File: src/sv/chrt_pkg.sv
// shared types and constants for the chained hash record table
package chrt_pkg;
  localparam int unsigned Buckets   = 16;
  localparam int unsigned PoolNodes = 64;
  localparam int unsigned IdxW      = 7;
  localparam int unsigned BktW      = 4;
  localparam int unsigned SlotW     = 6;
  localparam logic [IdxW-1:0] NilIndex = 7'd127;

  localparam logic [1:0] CmdInsert = 2'd0;
  localparam logic [1:0] CmdLookup = 2'd1;
  localparam logic [1:0] CmdDelIdYr = 2'd2;
  localparam logic [1:0] CmdDelId  = 2'd3;

  localparam logic [1:0] StOk    = 2'd0;
  localparam logic [1:0] StNone  = 2'd1;
  localparam logic [1:0] StFull  = 2'd2;

  // result kinds: held match record or command summary
  localparam logic [1:0] KindRec = 2'd0;
  localparam logic [1:0] KindSum = 2'd1;

  typedef struct packed {
    logic [1:0]  cmd;
    logic [15:0] record_id;
    logic [15:0] build_year;
    logic [31:0] area_bits;
  } item_t;

  typedef struct packed {
    logic [1:0]  status;
    logic [15:0] found_id;
    logic [15:0] found_year;
    logic [31:0] found_area;
    logic [6:0]  removed_count;
    logic        last;
  } result_t;

  // controller to datapath
  typedef struct packed {
    logic load;       // latch item, start modulo
    logic mod_step;   // one subtract step of modulo
    logic find_free;  // step free scan
    logic do_insert;
    logic set_bucket; // cur = head[bucket]
    logic rd_node;    // register node read at cur
    logic visit;      // process node at cur
    logic next_bkt;   // delete by id: advance bucket
  } cmd_t;

  // datapath to controller
  typedef struct packed {
    logic mod_done;
    logic free_done;
    logic pool_full;
    logic cur_ok;
    logic hit;
    logic last_bkt;
    logic any_lookup;
  } stat_t;
endpackage

File: src/sv/chrt_datapath.sv
// datapath: bucket heads, node pool, chain walk and modulo
module chrt_datapath (
  input  logic                clk_i,
  input  logic                rst_ni,
  input  logic                cfg_we_i,
  input  logic [4:0]          cfg_wdata_i,
  input  chrt_pkg::item_t     item_i,
  input  chrt_pkg::cmd_t      cmd_i,
  output chrt_pkg::stat_t     stat_o,
  output chrt_pkg::item_t     item_o,
  output logic [15:0]         node_id_o,
  output logic [15:0]         node_year_o,
  output logic [31:0]         node_area_o,
  output logic [6:0]          count_o
);
  localparam int unsigned IW = chrt_pkg::IdxW;

  logic [4:0]  bcnt_q;
  logic [IW-1:0] head_q [chrt_pkg::Buckets];
  logic [chrt_pkg::PoolNodes-1:0] used_q;
  logic [IW-1:0] link_mem [chrt_pkg::PoolNodes];
  logic [15:0] id_mem [chrt_pkg::PoolNodes];
  logic [15:0] yr_mem [chrt_pkg::PoolNodes];
  logic [31:0] ar_mem [chrt_pkg::PoolNodes];

  chrt_pkg::item_t item_q;
  logic [15:0] rem_q;
  logic [20:0] div_q;
  logic [4:0]  mcnt_q;
  logic [4:0]  live;
  logic [chrt_pkg::SlotW:0] free_q;
  logic [chrt_pkg::BktW-1:0] bkt_q;
  logic [IW-1:0] cur_q, prev_q;
  logic [6:0] steps_q, count_q;
  logic [IW-1:0] rlink_q;
  logic [15:0] rid_q, ryr_q;
  logic [31:0] rar_q;
  logic [15:0] hid_q, hyr_q;
  logic [31:0] har_q;
  logic hit;
  logic any_q;
  logic [chrt_pkg::SlotW-1:0] cur_s, prev_s;

  assign live = (bcnt_q == 5'd0) ? 5'd1 :
                (bcnt_q > 5'(chrt_pkg::Buckets)) ? 5'(chrt_pkg::Buckets) : bcnt_q;
  assign cur_s  = cur_q[chrt_pkg::SlotW-1:0];
  assign prev_s = prev_q[chrt_pkg::SlotW-1:0];

  assign hit = (item_q.cmd == chrt_pkg::CmdLookup) ? (ryr_q == item_q.build_year) :
               (rid_q == item_q.record_id) &&
               ((item_q.cmd == chrt_pkg::CmdDelId) || (ryr_q == item_q.build_year));

  assign stat_o.mod_done   = (mcnt_q == 5'd0);
  assign stat_o.free_done  = free_q[chrt_pkg::SlotW] || !used_q[free_q[chrt_pkg::SlotW-1:0]];
  assign stat_o.pool_full  = free_q[chrt_pkg::SlotW];
  assign stat_o.cur_ok     = (cur_q < IW'(chrt_pkg::PoolNodes)) && used_q[cur_s] &&
                             (steps_q < 7'(chrt_pkg::PoolNodes));
  assign stat_o.hit        = hit;
  assign stat_o.last_bkt   = (item_q.cmd != chrt_pkg::CmdDelId) ||
                             (bkt_q == chrt_pkg::BktW'(chrt_pkg::Buckets - 1));
  assign stat_o.any_lookup = any_q;
  assign item_o      = item_q;
  assign node_id_o   = hid_q;
  assign node_year_o = hyr_q;
  assign node_area_o = har_q;
  assign count_o     = count_q;

  always_ff @(posedge clk_i or negedge rst_ni) begin
    if (!rst_ni) begin
      bcnt_q  <= 5'd10;
      used_q  <= '0;
      for (int i = 0; i < chrt_pkg::Buckets; i++) head_q[i] <= chrt_pkg::NilIndex;
      rem_q   <= '0;
      div_q   <= '0;
      mcnt_q  <= '0;
      free_q  <= '0;
      bkt_q   <= '0;
      cur_q   <= chrt_pkg::NilIndex;
      prev_q  <= chrt_pkg::NilIndex;
      steps_q <= '0;
      count_q <= '0;
      any_q   <= 1'b0;
      hid_q   <= '0;
      hyr_q   <= '0;
      har_q   <= '0;
    end else begin
      if (cfg_we_i) bcnt_q <= cfg_wdata_i;
      if (cmd_i.load) begin
        rem_q   <= item_i.build_year;
        div_q   <= {1'b0, live, 15'd0};
        mcnt_q  <= 5'd16;
        free_q  <= '0;
        bkt_q   <= '0;
        count_q <= '0;
        any_q   <= 1'b0;
      end
      // restoring remainder, one quotient bit a cycle
      if (cmd_i.mod_step) begin
        if ({5'd0, rem_q} >= div_q) rem_q <= rem_q - div_q[15:0];
        div_q  <= div_q >> 1;
        mcnt_q <= mcnt_q - 5'd1;
      end
      if (cmd_i.find_free) free_q <= free_q + 1'b1;
      if (cmd_i.do_insert) begin
        used_q[free_q[chrt_pkg::SlotW-1:0]] <= 1'b1;
        head_q[rem_q[chrt_pkg::BktW-1:0]] <= IW'(free_q[chrt_pkg::SlotW-1:0]);
      end
      if (cmd_i.set_bucket) begin
        cur_q   <= (item_q.cmd == chrt_pkg::CmdDelId) ? head_q[bkt_q]
                                                      : head_q[rem_q[chrt_pkg::BktW-1:0]];
        prev_q  <= chrt_pkg::NilIndex;
        steps_q <= '0;
      end
      if (cmd_i.next_bkt) bkt_q <= bkt_q + 1'b1;
      if (cmd_i.visit) begin
        steps_q <= steps_q + 7'd1;
        cur_q   <= rlink_q;
        if (item_q.cmd == chrt_pkg::CmdLookup) begin
          prev_q <= cur_q;
          // hold the match until the next one or the end of the chain
          if (hit) begin
            any_q <= 1'b1;
            hid_q <= rid_q;
            hyr_q <= ryr_q;
            har_q <= rar_q;
          end
        end else if (hit) begin
          used_q[cur_s] <= 1'b0;
          count_q <= count_q + 7'd1;
          if (prev_q == chrt_pkg::NilIndex) begin
            if (item_q.cmd == chrt_pkg::CmdDelId) head_q[bkt_q] <= rlink_q;
            else head_q[rem_q[chrt_pkg::BktW-1:0]] <= rlink_q;
          end
        end else begin
          prev_q <= cur_q;
        end
      end
    end
  end

  always_ff @(posedge clk_i) begin
    if (cmd_i.load) item_q <= item_i;
    if (cmd_i.do_insert) begin
      id_mem[free_q[chrt_pkg::SlotW-1:0]]   <= item_q.record_id;
      yr_mem[free_q[chrt_pkg::SlotW-1:0]]   <= item_q.build_year;
      ar_mem[free_q[chrt_pkg::SlotW-1:0]]   <= item_q.area_bits;
      link_mem[free_q[chrt_pkg::SlotW-1:0]] <= head_q[rem_q[chrt_pkg::BktW-1:0]];
    end else if (cmd_i.visit && item_q.cmd != chrt_pkg::CmdLookup && hit &&
                 prev_q != chrt_pkg::NilIndex) begin
      link_mem[prev_s] <= rlink_q;
    end
    if (cmd_i.rd_node) begin
      rlink_q <= link_mem[cur_s];
      rid_q   <= id_mem[cur_s];
      ryr_q   <= yr_mem[cur_s];
      rar_q   <= ar_mem[cur_s];
    end
  end

  assert property (@(posedge clk_i) disable iff (!rst_ni)
    cmd_i.do_insert |-> !free_q[chrt_pkg::SlotW]) else $error("insert with full pool");
  assert property (@(posedge clk_i) disable iff (!rst_ni)
    cmd_i.do_insert |=> used_q[$past(free_q[chrt_pkg::SlotW-1:0])])
    else $error("inserted node not marked used");
  assert property (@(posedge clk_i) disable iff (!rst_ni)
    cmd_i.visit |-> stat_o.cur_ok) else $error("visit of invalid node");
endmodule

File: src/sv/chrt_ctrl.sv
// controller state machine for the record table
module chrt_ctrl (
  input  logic               clk_i,
  input  logic               rst_ni,
  input  logic               in_valid_i,
  output logic               in_ready_o,
  input  logic [1:0]         cur_cmd_i,
  input  chrt_pkg::stat_t    stat_i,
  output chrt_pkg::cmd_t     cmd_o,
  output logic               res_valid_o,
  output logic [1:0]         res_kind_o,
  output logic               res_last_o,
  input  logic               res_ready_i
);
  typedef enum logic [7:0] {
    SIdle  = 8'b0000_0001,
    SMod   = 8'b0000_0010,
    SFree  = 8'b0000_0100,
    SBkt   = 8'b0000_1000,
    SRead  = 8'b0001_0000,
    SVisit = 8'b0010_0000,
    SEmit  = 8'b0100_0000,
    SDone  = 8'b1000_0000
  } state_e;

  state_e state_q, state_d;

  always_comb begin
    state_d = state_q;
    cmd_o = '0;
    in_ready_o = 1'b0;
    res_valid_o = 1'b0;
    res_kind_o = chrt_pkg::KindRec;
    res_last_o = 1'b0;
    unique case (state_q)
      SIdle: begin
        in_ready_o = 1'b1;
        if (in_valid_i) begin
          cmd_o.load = 1'b1;
          state_d = SMod;
        end
      end
      SMod: begin
        if (!stat_i.mod_done) cmd_o.mod_step = 1'b1;
        else if (cur_cmd_i == chrt_pkg::CmdInsert) state_d = SFree;
        else state_d = SBkt;
      end
      SFree: begin
        if (stat_i.free_done) begin
          if (!stat_i.pool_full) cmd_o.do_insert = 1'b1;
          state_d = SDone;
        end else begin
          cmd_o.find_free = 1'b1;
        end
      end
      SBkt: begin
        cmd_o.set_bucket = 1'b1;
        state_d = SRead;
      end
      SRead: begin
        if (stat_i.cur_ok) begin
          cmd_o.rd_node = 1'b1;
          state_d = SVisit;
        end else if (!stat_i.last_bkt) begin
          cmd_o.next_bkt = 1'b1;
          state_d = SBkt;
        end else begin
          state_d = SDone;
        end
      end
      SVisit: begin
        // a new match first sends out the one held before it
        if (cur_cmd_i == chrt_pkg::CmdLookup && stat_i.hit && stat_i.any_lookup) begin
          state_d = SEmit;
        end else begin
          cmd_o.visit = 1'b1;
          state_d = SRead;
        end
      end
      SEmit: begin
        res_valid_o = 1'b1;
        res_kind_o = chrt_pkg::KindRec;
        res_last_o = 1'b0;
        if (res_ready_i) begin
          cmd_o.visit = 1'b1;
          state_d = SRead;
        end
      end
      SDone: begin
        res_valid_o = 1'b1;
        res_kind_o = (cur_cmd_i == chrt_pkg::CmdLookup && stat_i.any_lookup) ?
                     chrt_pkg::KindRec : chrt_pkg::KindSum;
        res_last_o = 1'b1;
        if (res_ready_i) state_d = SIdle;
      end
      default: state_d = SIdle;
    endcase
  end

  always_ff @(posedge clk_i or negedge rst_ni) begin
    if (!rst_ni) state_q <= SIdle;
    else state_q <= state_d;
  end

  assert property (@(posedge clk_i) disable iff (!rst_ni)
    in_ready_o |-> !res_valid_o) else $error("accept while result pending");
  assert property (@(posedge clk_i) disable iff (!rst_ni)
    (res_valid_o && !res_ready_i) |=> res_valid_o) else $error("result dropped");
  assert property (@(posedge clk_i) disable iff (!rst_ni)
    cmd_o.do_insert |=> state_q == SDone) else $error("insert not followed by result");
endmodule

File: src/sv/chained_hash_record_table_unit.sv
// top level of the chained hash record table
// channel | dir | handshake            | payload
// s_axis  | in  | tvalid/tready        | tdata {area,year,id,cmd}
// m_axis  | out | tvalid/tready, tlast | tdata {count,area,year,id,status}
// cfg     | in  | cfg_we_i             | bucket_count (5 bits)
// one item at a time: accept in idle, then restoring modulo
// insert scans the pool one node a cycle, then gives one result
// a walk reads then visits each node; each match after the first adds an emit state
// delete by id walks all 16 chains, passing through SBkt and SRead at each chain start
// reset clears heads and used bits at once; a stalled result holds the walk
module chained_hash_record_table_unit (
  input  logic        clk_i,
  input  logic        rst_ni,
  input  logic        cfg_we_i,
  input  logic [4:0]  cfg_wdata_i,
  input  logic        s_axis_tvalid,
  output logic        s_axis_tready,
  input  logic [71:0] s_axis_tdata,  // cmd, record_id, build_year, area_bits, pad
  output logic        m_axis_tvalid,
  input  logic        m_axis_tready,
  output logic [79:0] m_axis_tdata,  // status, found_id, found_year, found_area,
                                     // removed_count, pad
  output logic        m_axis_tlast
);
  chrt_pkg::item_t item_in, item_q;
  chrt_pkg::cmd_t  cmd;
  chrt_pkg::stat_t stat;
  logic [15:0] nid, nyr;
  logic [31:0] nar;
  logic [6:0]  cnt;
  logic [1:0]  kind;
  logic [1:0]  st;

  assign item_in.cmd        = s_axis_tdata[1:0];
  assign item_in.record_id  = s_axis_tdata[17:2];
  assign item_in.build_year = s_axis_tdata[33:18];
  assign item_in.area_bits  = s_axis_tdata[65:34];

  chrt_datapath u_dp (
    .clk_i, .rst_ni, .cfg_we_i, .cfg_wdata_i,
    .item_i(item_in), .cmd_i(cmd), .stat_o(stat), .item_o(item_q),
    .node_id_o(nid), .node_year_o(nyr), .node_area_o(nar), .count_o(cnt)
  );

  chrt_ctrl u_ctrl (
    .clk_i, .rst_ni, .in_valid_i(s_axis_tvalid), .in_ready_o(s_axis_tready),
    .cur_cmd_i(item_q.cmd), .stat_i(stat), .cmd_o(cmd),
    .res_valid_o(m_axis_tvalid), .res_kind_o(kind), .res_last_o(m_axis_tlast),
    .res_ready_i(m_axis_tready)
  );

  always_comb begin
    case (item_q.cmd)
      chrt_pkg::CmdInsert: st = stat.pool_full ? chrt_pkg::StFull : chrt_pkg::StOk;
      chrt_pkg::CmdLookup: st = chrt_pkg::StNone;
      default:             st = (cnt != 7'd0) ? chrt_pkg::StOk : chrt_pkg::StNone;
    endcase
  end

  always_comb begin
    m_axis_tdata = '0;
    if (kind == chrt_pkg::KindRec) begin
      m_axis_tdata[1:0]   = chrt_pkg::StOk;
      m_axis_tdata[17:2]  = nid;
      m_axis_tdata[33:18] = nyr;
      m_axis_tdata[65:34] = nar;
    end else begin
      m_axis_tdata[1:0] = st;
      if (item_q.cmd == chrt_pkg::CmdDelIdYr || item_q.cmd == chrt_pkg::CmdDelId)
        m_axis_tdata[72:66] = cnt;
    end
  end
endmodule

File: config.mk
export PLATFORM = sky130hd
export DESIGN_NAME = chained_hash_record_table_unit
export DESIGN_NICKNAME = d
export VERILOG_FILES = /design/src/sv/chrt_pkg.sv /design/src/sv/chrt_datapath.sv /design/src/sv/chrt_ctrl.sv /design/src/sv/chained_hash_record_table_unit.sv
export SDC_FILE = /design/constraint.sdc
export NUM_CORES = 2
export LEC_CHECK = 0
export BUFFER_PORTS_ARGS = -buffer_cell sky130_fd_sc_hd__buf_2
export CORE_MARGIN = 3
export CORE_UTILIZATION = 50
export CTS_CLUSTER_SIZE = 12
export DETAILED_ROUTE_END_ITERATION = 8
export PLACE_DENSITY = 0.65
export SYNTH_ARGS = -nofsm -noshare
export SYNTH_HDL_FRONTEND = slang
export SYNTH_MEMORY_MAX_BITS = 65536
export SYNTH_SLANG_ARGS = --single-unit
File: constraint.sdc
create_clock -name clk_i -period 10.4 [get_ports clk_i]
set_clock_uncertainty 0.05 [all_clocks]
set_input_delay 0.52 -clock clk_i [delete_from_list [all_inputs] [get_ports clk_i]]
set_output_delay 0.52 -clock clk_i [all_outputs]
set_load 0.05 [all_outputs]
# After elaboration in Yosys (flattened, before gate mapping)
# Memories as Yosys holds them, arrays and structs flattened. A register that Yosys moved wholly into a read port is not among the register bits.
# Cells that the tools add are included.
# word_totals
mem_bits_ro,0
latchBits,0
input_bits,82
output_inout_bits,83
memories,4
word_cells,226
ramBits,4544
ff_bits,401
# memory_table
name,words,width,read_ports,rd_ports_with_merged_regs,wr,line_no,rtl
u_dp.ar_mem,64,32,1,1,1,chrt_datapath.sv:24,logic [31:0] ar_mem [chrt_pkg::PoolNodes];
u_dp.id_mem,64,16,1,1,1,chrt_datapath.sv:22,logic [15:0] id_mem [chrt_pkg::PoolNodes];
u_dp.yr_mem,64,16,1,1,1,chrt_datapath.sv:23,logic [15:0] yr_mem [chrt_pkg::PoolNodes];
u_dp.link_mem,64,7,1,1,1,chrt_datapath.sv:21,logic [IW-1:0] link_mem [chrt_pkg::PoolNodes];
# op_classes
order_cmp,12
bitwise,5
muxes,109
add_sub_neg,6
shifts,0
n_mul,0
div_mod_pow,0
eq_ne,23
reduce_logical,31
# op_table
cell,count
$mux W112,6
$bwmux W112,3
$mux W64,5
$mux W7,25
$and A64 B64 Y64,1
$not A64 Y64,1
$or A64 B64 Y64,1
$pmux W8 S8,1
$bmux W7 S4,2
$demux W7 S4,2
$mux W8,7
$mux W16,3
$mux W21,2
$mux W1,35
$eq A16 B16 Y1,2
$add A7 B1 Y7 const B,3
$ge A16 B21 Y1,1
$mux W5,4
$sub A16 B16 Y16,1
$lt A6 B7 Y1 const B,2
$lt A7 B7 Y1 const B,2
$logic_and A1 B1 Y1,13
$bmux W1 S6,2
$demux W1 S6,2
37 further kinds,60

# Longest topological paths before layout
# logic_depth
depth_word,16
mapped_depth,13
mapped_depth_nobuf,10

# By module
# From an unflattened synthesis, not the netlist that was laid out.
# hier_totals
hier_cells,10585
hier_area_um2,187015.6
# by_module_without_submodules
module,instances,area_each_um2,seq_area_each_um2,cells_per_inst
chrt_datapath,1,185736.9,148882.8,10417
chrt_ctrl,1,665.6,201.4,74
chained_hash_record_table_unit,1,613.1,0.0,94

# Worst setup path before layout
# No wires, ideal clock.
# synth_timing
path_kind,reg-to-reg
start,register u_dp.free_q[0] (netlist name)
end,register u_dp.used_q[17] (netlist name)
t_required_ns,10.267
setup_ns,0.083
path_stages_with_launch,11
t_arrival_ns,7.237
path_slack_ns,3.030
synth_period_minus_slack_ns,7.370
path_buffers,3
path_cell_list,dfrtp_1 -> buf_6 -> mux2_2 -> a32o_1 -> a2111o_1 -> a32o_1 -> buf_6 -> or4_1 -> buf_6 -> nor3_1 -> o22a_1
# synth_via
elab_chain_cells,11
elab_cells_between_ends,17
cone_classes,2 x order compare; 10 x mux; 2 x bitwise; 3 x reduce/logical
# synth_lines
element,line_no,rtl
start: declaration,chrt_datapath.sv:31,logic [chrt_pkg::SlotW:0] free_q;
start signal: assignment,chrt_datapath.sv:103,if (cmd_i.find_free) free_q <= free_q + 1'b1;
$bmux W1 S6,chrt_datapath.sv:54,assign stat_o.free_done = free_q[chrt_pkg::SlotW] || !used_q[free_q[chrt_pkg::SlotW-1:0]];
$mux W1 (implied by the code),chrt_datapath.sv:54,
$logic_not A1 Y1,chrt_datapath.sv:54,
$logic_or A1 B1 Y1,chrt_datapath.sv:54,
$mux W1,chrt_ctrl.sv:49,if (stat_i.free_done) begin
$mux W2,chrt_ctrl.sv:35,unique case (state_q)
$mux W64 (*),chrt_datapath.sv:104,if (cmd_i.do_insert) begin
$and A64 B64 Y64 (no source line),n/a,
$mux W64,chrt_datapath.sv:127,end else if (hit) begin
$mux W64,chrt_datapath.sv:118,if (item_q.cmd == chrt_pkg::CmdLookup) begin
$mux W64 (*),chrt_datapath.sv:115,if (cmd_i.visit) begin
end signal: assignment,chrt_datapath.sv:71,used_q <= '0;
end signal: indexed assignment,chrt_datapath.sv:105,used_q[free_q[chrt_pkg::SlotW-1:0]] <= 1'b1;
end signal: indexed assignment,chrt_datapath.sv:128,used_q[cur_s] <= 1'b0;
end: declaration,chrt_datapath.sv:20,logic [chrt_pkg::PoolNodes-1:0] used_q;
# Mark *: on every way between the ends. The rest lies on a longest branch, timed or not. The select of a mux whose other input is x is not followed.
# A chain may end at the register's enable or synchronous reset.

# Worst setup path in the final report
# layout_timing
start,register u_dp.free_q[1] (netlist name)
end,"memory u_dp.yr_mem[48][14], enable pin"
# layout_via
elab_chain_cells,8
# layout_lines
element,line_no,rtl
$bmux W1 S6,chrt_datapath.sv:54,
$mux W1 (implied by the code),chrt_datapath.sv:54,
$logic_not A1 Y1,chrt_datapath.sv:54,
$logic_or A1 B1 Y1,chrt_datapath.sv:54,
$mux W1,chrt_ctrl.sv:49,
$mux W2,chrt_ctrl.sv:35,
$mux W1,chrt_datapath.sv:143,if (cmd_i.do_insert) begin
$mux W1 (implied by the code),chrt_datapath.sv:145,yr_mem[free_q[chrt_pkg::SlotW-1:0]] <= item_q.build_year;
end: declaration,chrt_datapath.sv:23,
# Parallel ways exist; a longest one is shown, timed or not. The select of a mux whose other input is x is not followed.

==> reports/qor.log <==
[timing] Setup Total Neg Slack 0 ns
[min_path] Worst Hold Class in2reg
[yosys] synthesized area divided by synthesized cell count 17.46 µm²
[setup_path] CP endpoint kind register
[timing] Final Setup Violations 0
[pwr] proportion of total power due to net switching 0.2619
[timing] setup repair after global routing missed its margin false
[timing] maximum clock rate 141.8 MHz
[yosys] cell area after technology mapping 188600 µm²
[clocking] Clock Tree Buf Depth 4
[layout] proportion of layout cells with a drive suffix above 1 0.1322
[timing] final hold vios 0
[setup_path] Setup Crit Path Kind reg2reg
[die] area of the core 373900 µm²
[global_routing] antenna violations before repair 25
[clocking] CTS H-tree depth 5
[die] Horiz. Die Dim 620.2 µm
[layout] NumNets Final 11220
[routing] DRC viols 0
[global_routing] first-pass GRT wire length 834200 µm
[clocking] number of buffers added by the clock tree synthesis step 483
[routing] Routed wire per std cell 36.44 µm
[yosys] number of synthesis warnings 0
[clocking] clk sink count 5015
[pwr] share of total power in the clock network 0.354
[yosys] portion of synthesized cell area occupied by the leading cell type 0.7452
[routing] number of nets with antenna violations after routing 0
[placed_design] I/O Buffers 151
[clocking] post-CTS clock slew at the launch and capture registers of the worst setup and hold paths 0.06 ns
[routing] final wirelength 598000 µm
[timing] WHS 0.1037 ns
[routing] DRC marker count from the first detailed-route iteration 19270
[clocking] CTS root buf sky130_fd_sc_hd__clkbuf_16
[clocking] TritonCTS clock tree built
[die] effective utilization at floorplan 0.5045
[pwr] proportion of power drawn by flip-flops and latches 0.505
[clocking] post-cts gate resize count 0
[routing] detailed-router iteration count before antenna repair 6
[setup_path] CP Data Required Time 10.93 ns
[setup_path] reg2reg end u_dp.yr_mem[48][14]
[placed_design] placer's final routability congestion estimate 0.8826
[setup_path] Register-to-Register Path Depth 10
[die] die boundary height 620.2 µm
[setup_path] capturing instance or port of the critical path u_dp.yr_mem[48][14]
[yosys] Post-Synthesis Cells 10800
[timing] final worst-path cycle share 0.6783
[yosys] top cell types by occurrence after synthesis sky130_fd_sc_hd__edfxtp_1 (4681), sky130_fd_sc_hd__a22oi_1 (1382), sky130_fd_sc_hd__clkbuf_1 (581)
[setup_path] highest fanout seen on the critical path 31
[global_routing] final global-route overflow total 0
[clocking] clk_lat worst skew 1.00 ns
[global_routing] maximum number of pins on one net before global-route repair 130
[die] count of pins on the block boundary 165
[status] result of the run finished with violations
[setup_path] Worst Setup Start Kind register
[global_routing] global-route usage over all layers 0.3037
[yosys] cells taking the most area after synthesis sky130_fd_sc_hd__edfxtp_1 (75%), sky130_fd_sc_hd__a22oi_1 (5.5%), sky130_fd_sc_hd__dfrtp_1 (2.7%), sky130_fd_sc_hd__a22o_1 (2.3%), sky130_fd_sc_hd__a221oi_1 (2.2%)
[global_routing] via count of the first global-routing pass 110900
[layout] Final Util 0.5662
[pwr] total internal power 33.98 mW
[pwr] PD cells 217.5 nW/µm²
[pwr] Max IR drop VDD 0.0001891 V
[status] violated checks max-capacitance violations
[yosys] number of enable flip-flop cells after synthesis 4681
[setup_path] critical path arrival 7.58 ns
[yosys] fraction of registers with async set/reset 0.06660
[flow_run] max-capacitance violation count 1
[layout] area added between synthesis and finish 12.24%
[yosys] sequential element share of the synthesized area 0.7904
[setup_path] reg-to-reg critical path startpoint u_dp.free_q[1]
[die] DIE AREA 384600 µm²
[yosys] number of synthesized register bits 5015
[routing] post-DR vias/cell 7.027
[routing] detailed-route via count 115300
[setup_path] register-to-register path setup slack 3.35 ns
[setup_path] Crit. Startpoint u_dp.free_q[1]
[die] cell row count 224
[pwr] leakage 65.98 nW
[timing] relative slew slack 0.006813
[yosys] distinct cell type count of the synthesized netlist 86
[placed_design] number of cells in the design after placement 15530
[timing] max-slew violation count 0
[pwr] portion of total power attributed to combinational logic 0.142
[timing] final critical-path required period 7.054 ns
[placed_design] Final HPWL DP 310000 µm
[timing] worst-margin pin slew 1.485 ns
[pwr] switching power 12.06 mW
[yosys] Yosys top cell by area sky130_fd_sc_hd__edfxtp_1
[yosys] dominant synthesized flop cell sky130_fd_sc_hd__edfxtp_1
[yosys] count leader, synth sky130_fd_sc_hd__edfxtp_1
[layout] post-layout instance count excluding filler cells 16410
## how the worst min path moves through the flow
stage / from / cells after the start / to / slack (ns)
final: m_axis_tready / 5 / u_ctrl.state_q[0] / 0.10
after global routing: m_axis_tready / 5 / u_ctrl.state_q[0] / 0.12
after CTS: m_axis_tready / 5 / u_ctrl.state_q[0] / 0.03
after detailed placement: u_dp.rar_q[26] / 1 / u_dp.node_area_o[26] / 0.42
after global placement: u_dp.any_q / 2 / u_dp.any_q / 0.41
after floorplan: rst_ni / 0 / u_ctrl.state_q[1] / 0.17
## critical path: stages, from the launching register on
cell and delay (ns):
sky130_fd_sc_hd__dfrtp_1 0.99, sky130_fd_sc_hd__buf_4 0.52, sky130_fd_sc_hd__nor2_1 0.32, sky130_fd_sc_hd__a32o_1 0.31
sky130_fd_sc_hd__a2111o_1 0.38, sky130_fd_sc_hd__a32o_1 0.61, sky130_fd_sc_hd__nor4_4 0.31, sky130_fd_sc_hd__buf_4 0.42
sky130_fd_sc_hd__nand3_1 0.83, sky130_fd_sc_hd__nor2_4 1.28, sky130_fd_sc_hd__buf_4 0.55
## state kept, by name (all words and copies together) (netlist names), 64 cells and up
signal and flops:
u_dp.used_q 64, u_dp.item_o 66, u_dp.head_q 112, u_dp.id_mem 1024
u_dp.link_mem 448, u_dp.ar_mem 2048, u_dp.yr_mem 1024
## cell type report
cell class	count	area [µm²]
diodes	16	40.04
clock buffers	717	13450
clock inverters	75	808.3
fillers	27940	162200
inverters	52	200.2
multi-input cells	4952	36890
flip-flops and latches	5015	149100
well taps	4972	6221
repair buffers	612	5007
## metrics by stage
step / cell area [µm²] / power [mW] / setup slack (ns)
after floorplan: 188600 / 27.39 / 3.030
after global placement: 196600 / 29.83 / 3.754
after detailed placement: 196600 / 29.97 / 3.654
after CTS: 211700 / 46.00 / 3.625
after global routing: 211700 / 47.27 / 3.444
final: 211700 / 46.04 / 3.346
## layer usage
layer	wire length, µm	part of all wire	GRT usage
met1	219600	0.37	0.4179
met2	275700	0.46	0.4748
met3	75930	0.13	0.06646
met4	26560	0.044	0.1194
met5	238	0.00040	0.003372
## power by group through the flow
| stage | sequential, mW | clock (mW) | combinational, mW |
|---|---|---|---|
| 2_1_floorplan | 24.1 | 0 | 3.34 |
| 3_3_place_gp | 23.6 | 0 | 6.20 |
| 3_5_place_dp | 23.6 | 0 | 6.34 |
| 4_1_cts | 23.2 | 16.4 | 6.39 |
| 5_1_grt | 23.2 | 17.2 | 6.87 |
| 6_report | 23.2 | 16.3 | 6.52 |
## kinds of logic (layout without fill, tap and decap cells)
logic type | Yosys count | count (layout) | synth area share
other cells | 1 | 23 | 0.00001988
compound gates | 3409 | 3409 | 0.1354
xor+xnor | 46 | 46 | 0.002136
simple gates | 1258 | 1258 | 0.03587
fa+ha+maj | 26 | 26 | 0.001765
flops | 5015 | 5015 | 0.7904
buf+inv | 843 | 1456 | 0.01747
mux | 206 | 206 | 0.01688
## timing repair
item / CTS / global route
endpoints found under the hold margin: 144 / 0
buffers inserted: 0 / 0
hold buffers: 77 / 0
## placed cells by master (no fill, tap or decap), types with 209 or more instances in the layout
cell type,synthesis,routed
sky130_fd_sc_hd__a22oi_1,1382,1382
sky130_fd_sc_hd__a22o_1,487,487
sky130_fd_sc_hd__a21oi_1,210,209
sky130_fd_sc_hd__a221oi_1,483,483
sky130_fd_sc_hd__edfxtp_1,4681,4681
sky130_fd_sc_hd__nand2_1,218,216
sky130_fd_sc_hd__nand3_1,298,296
sky130_fd_sc_hd__buf_4,8,337
sky130_fd_sc_hd__clkbuf_16,0,495
sky130_fd_sc_hd__a31oi_1,481,481
Power figures use the tool's default switching activity.
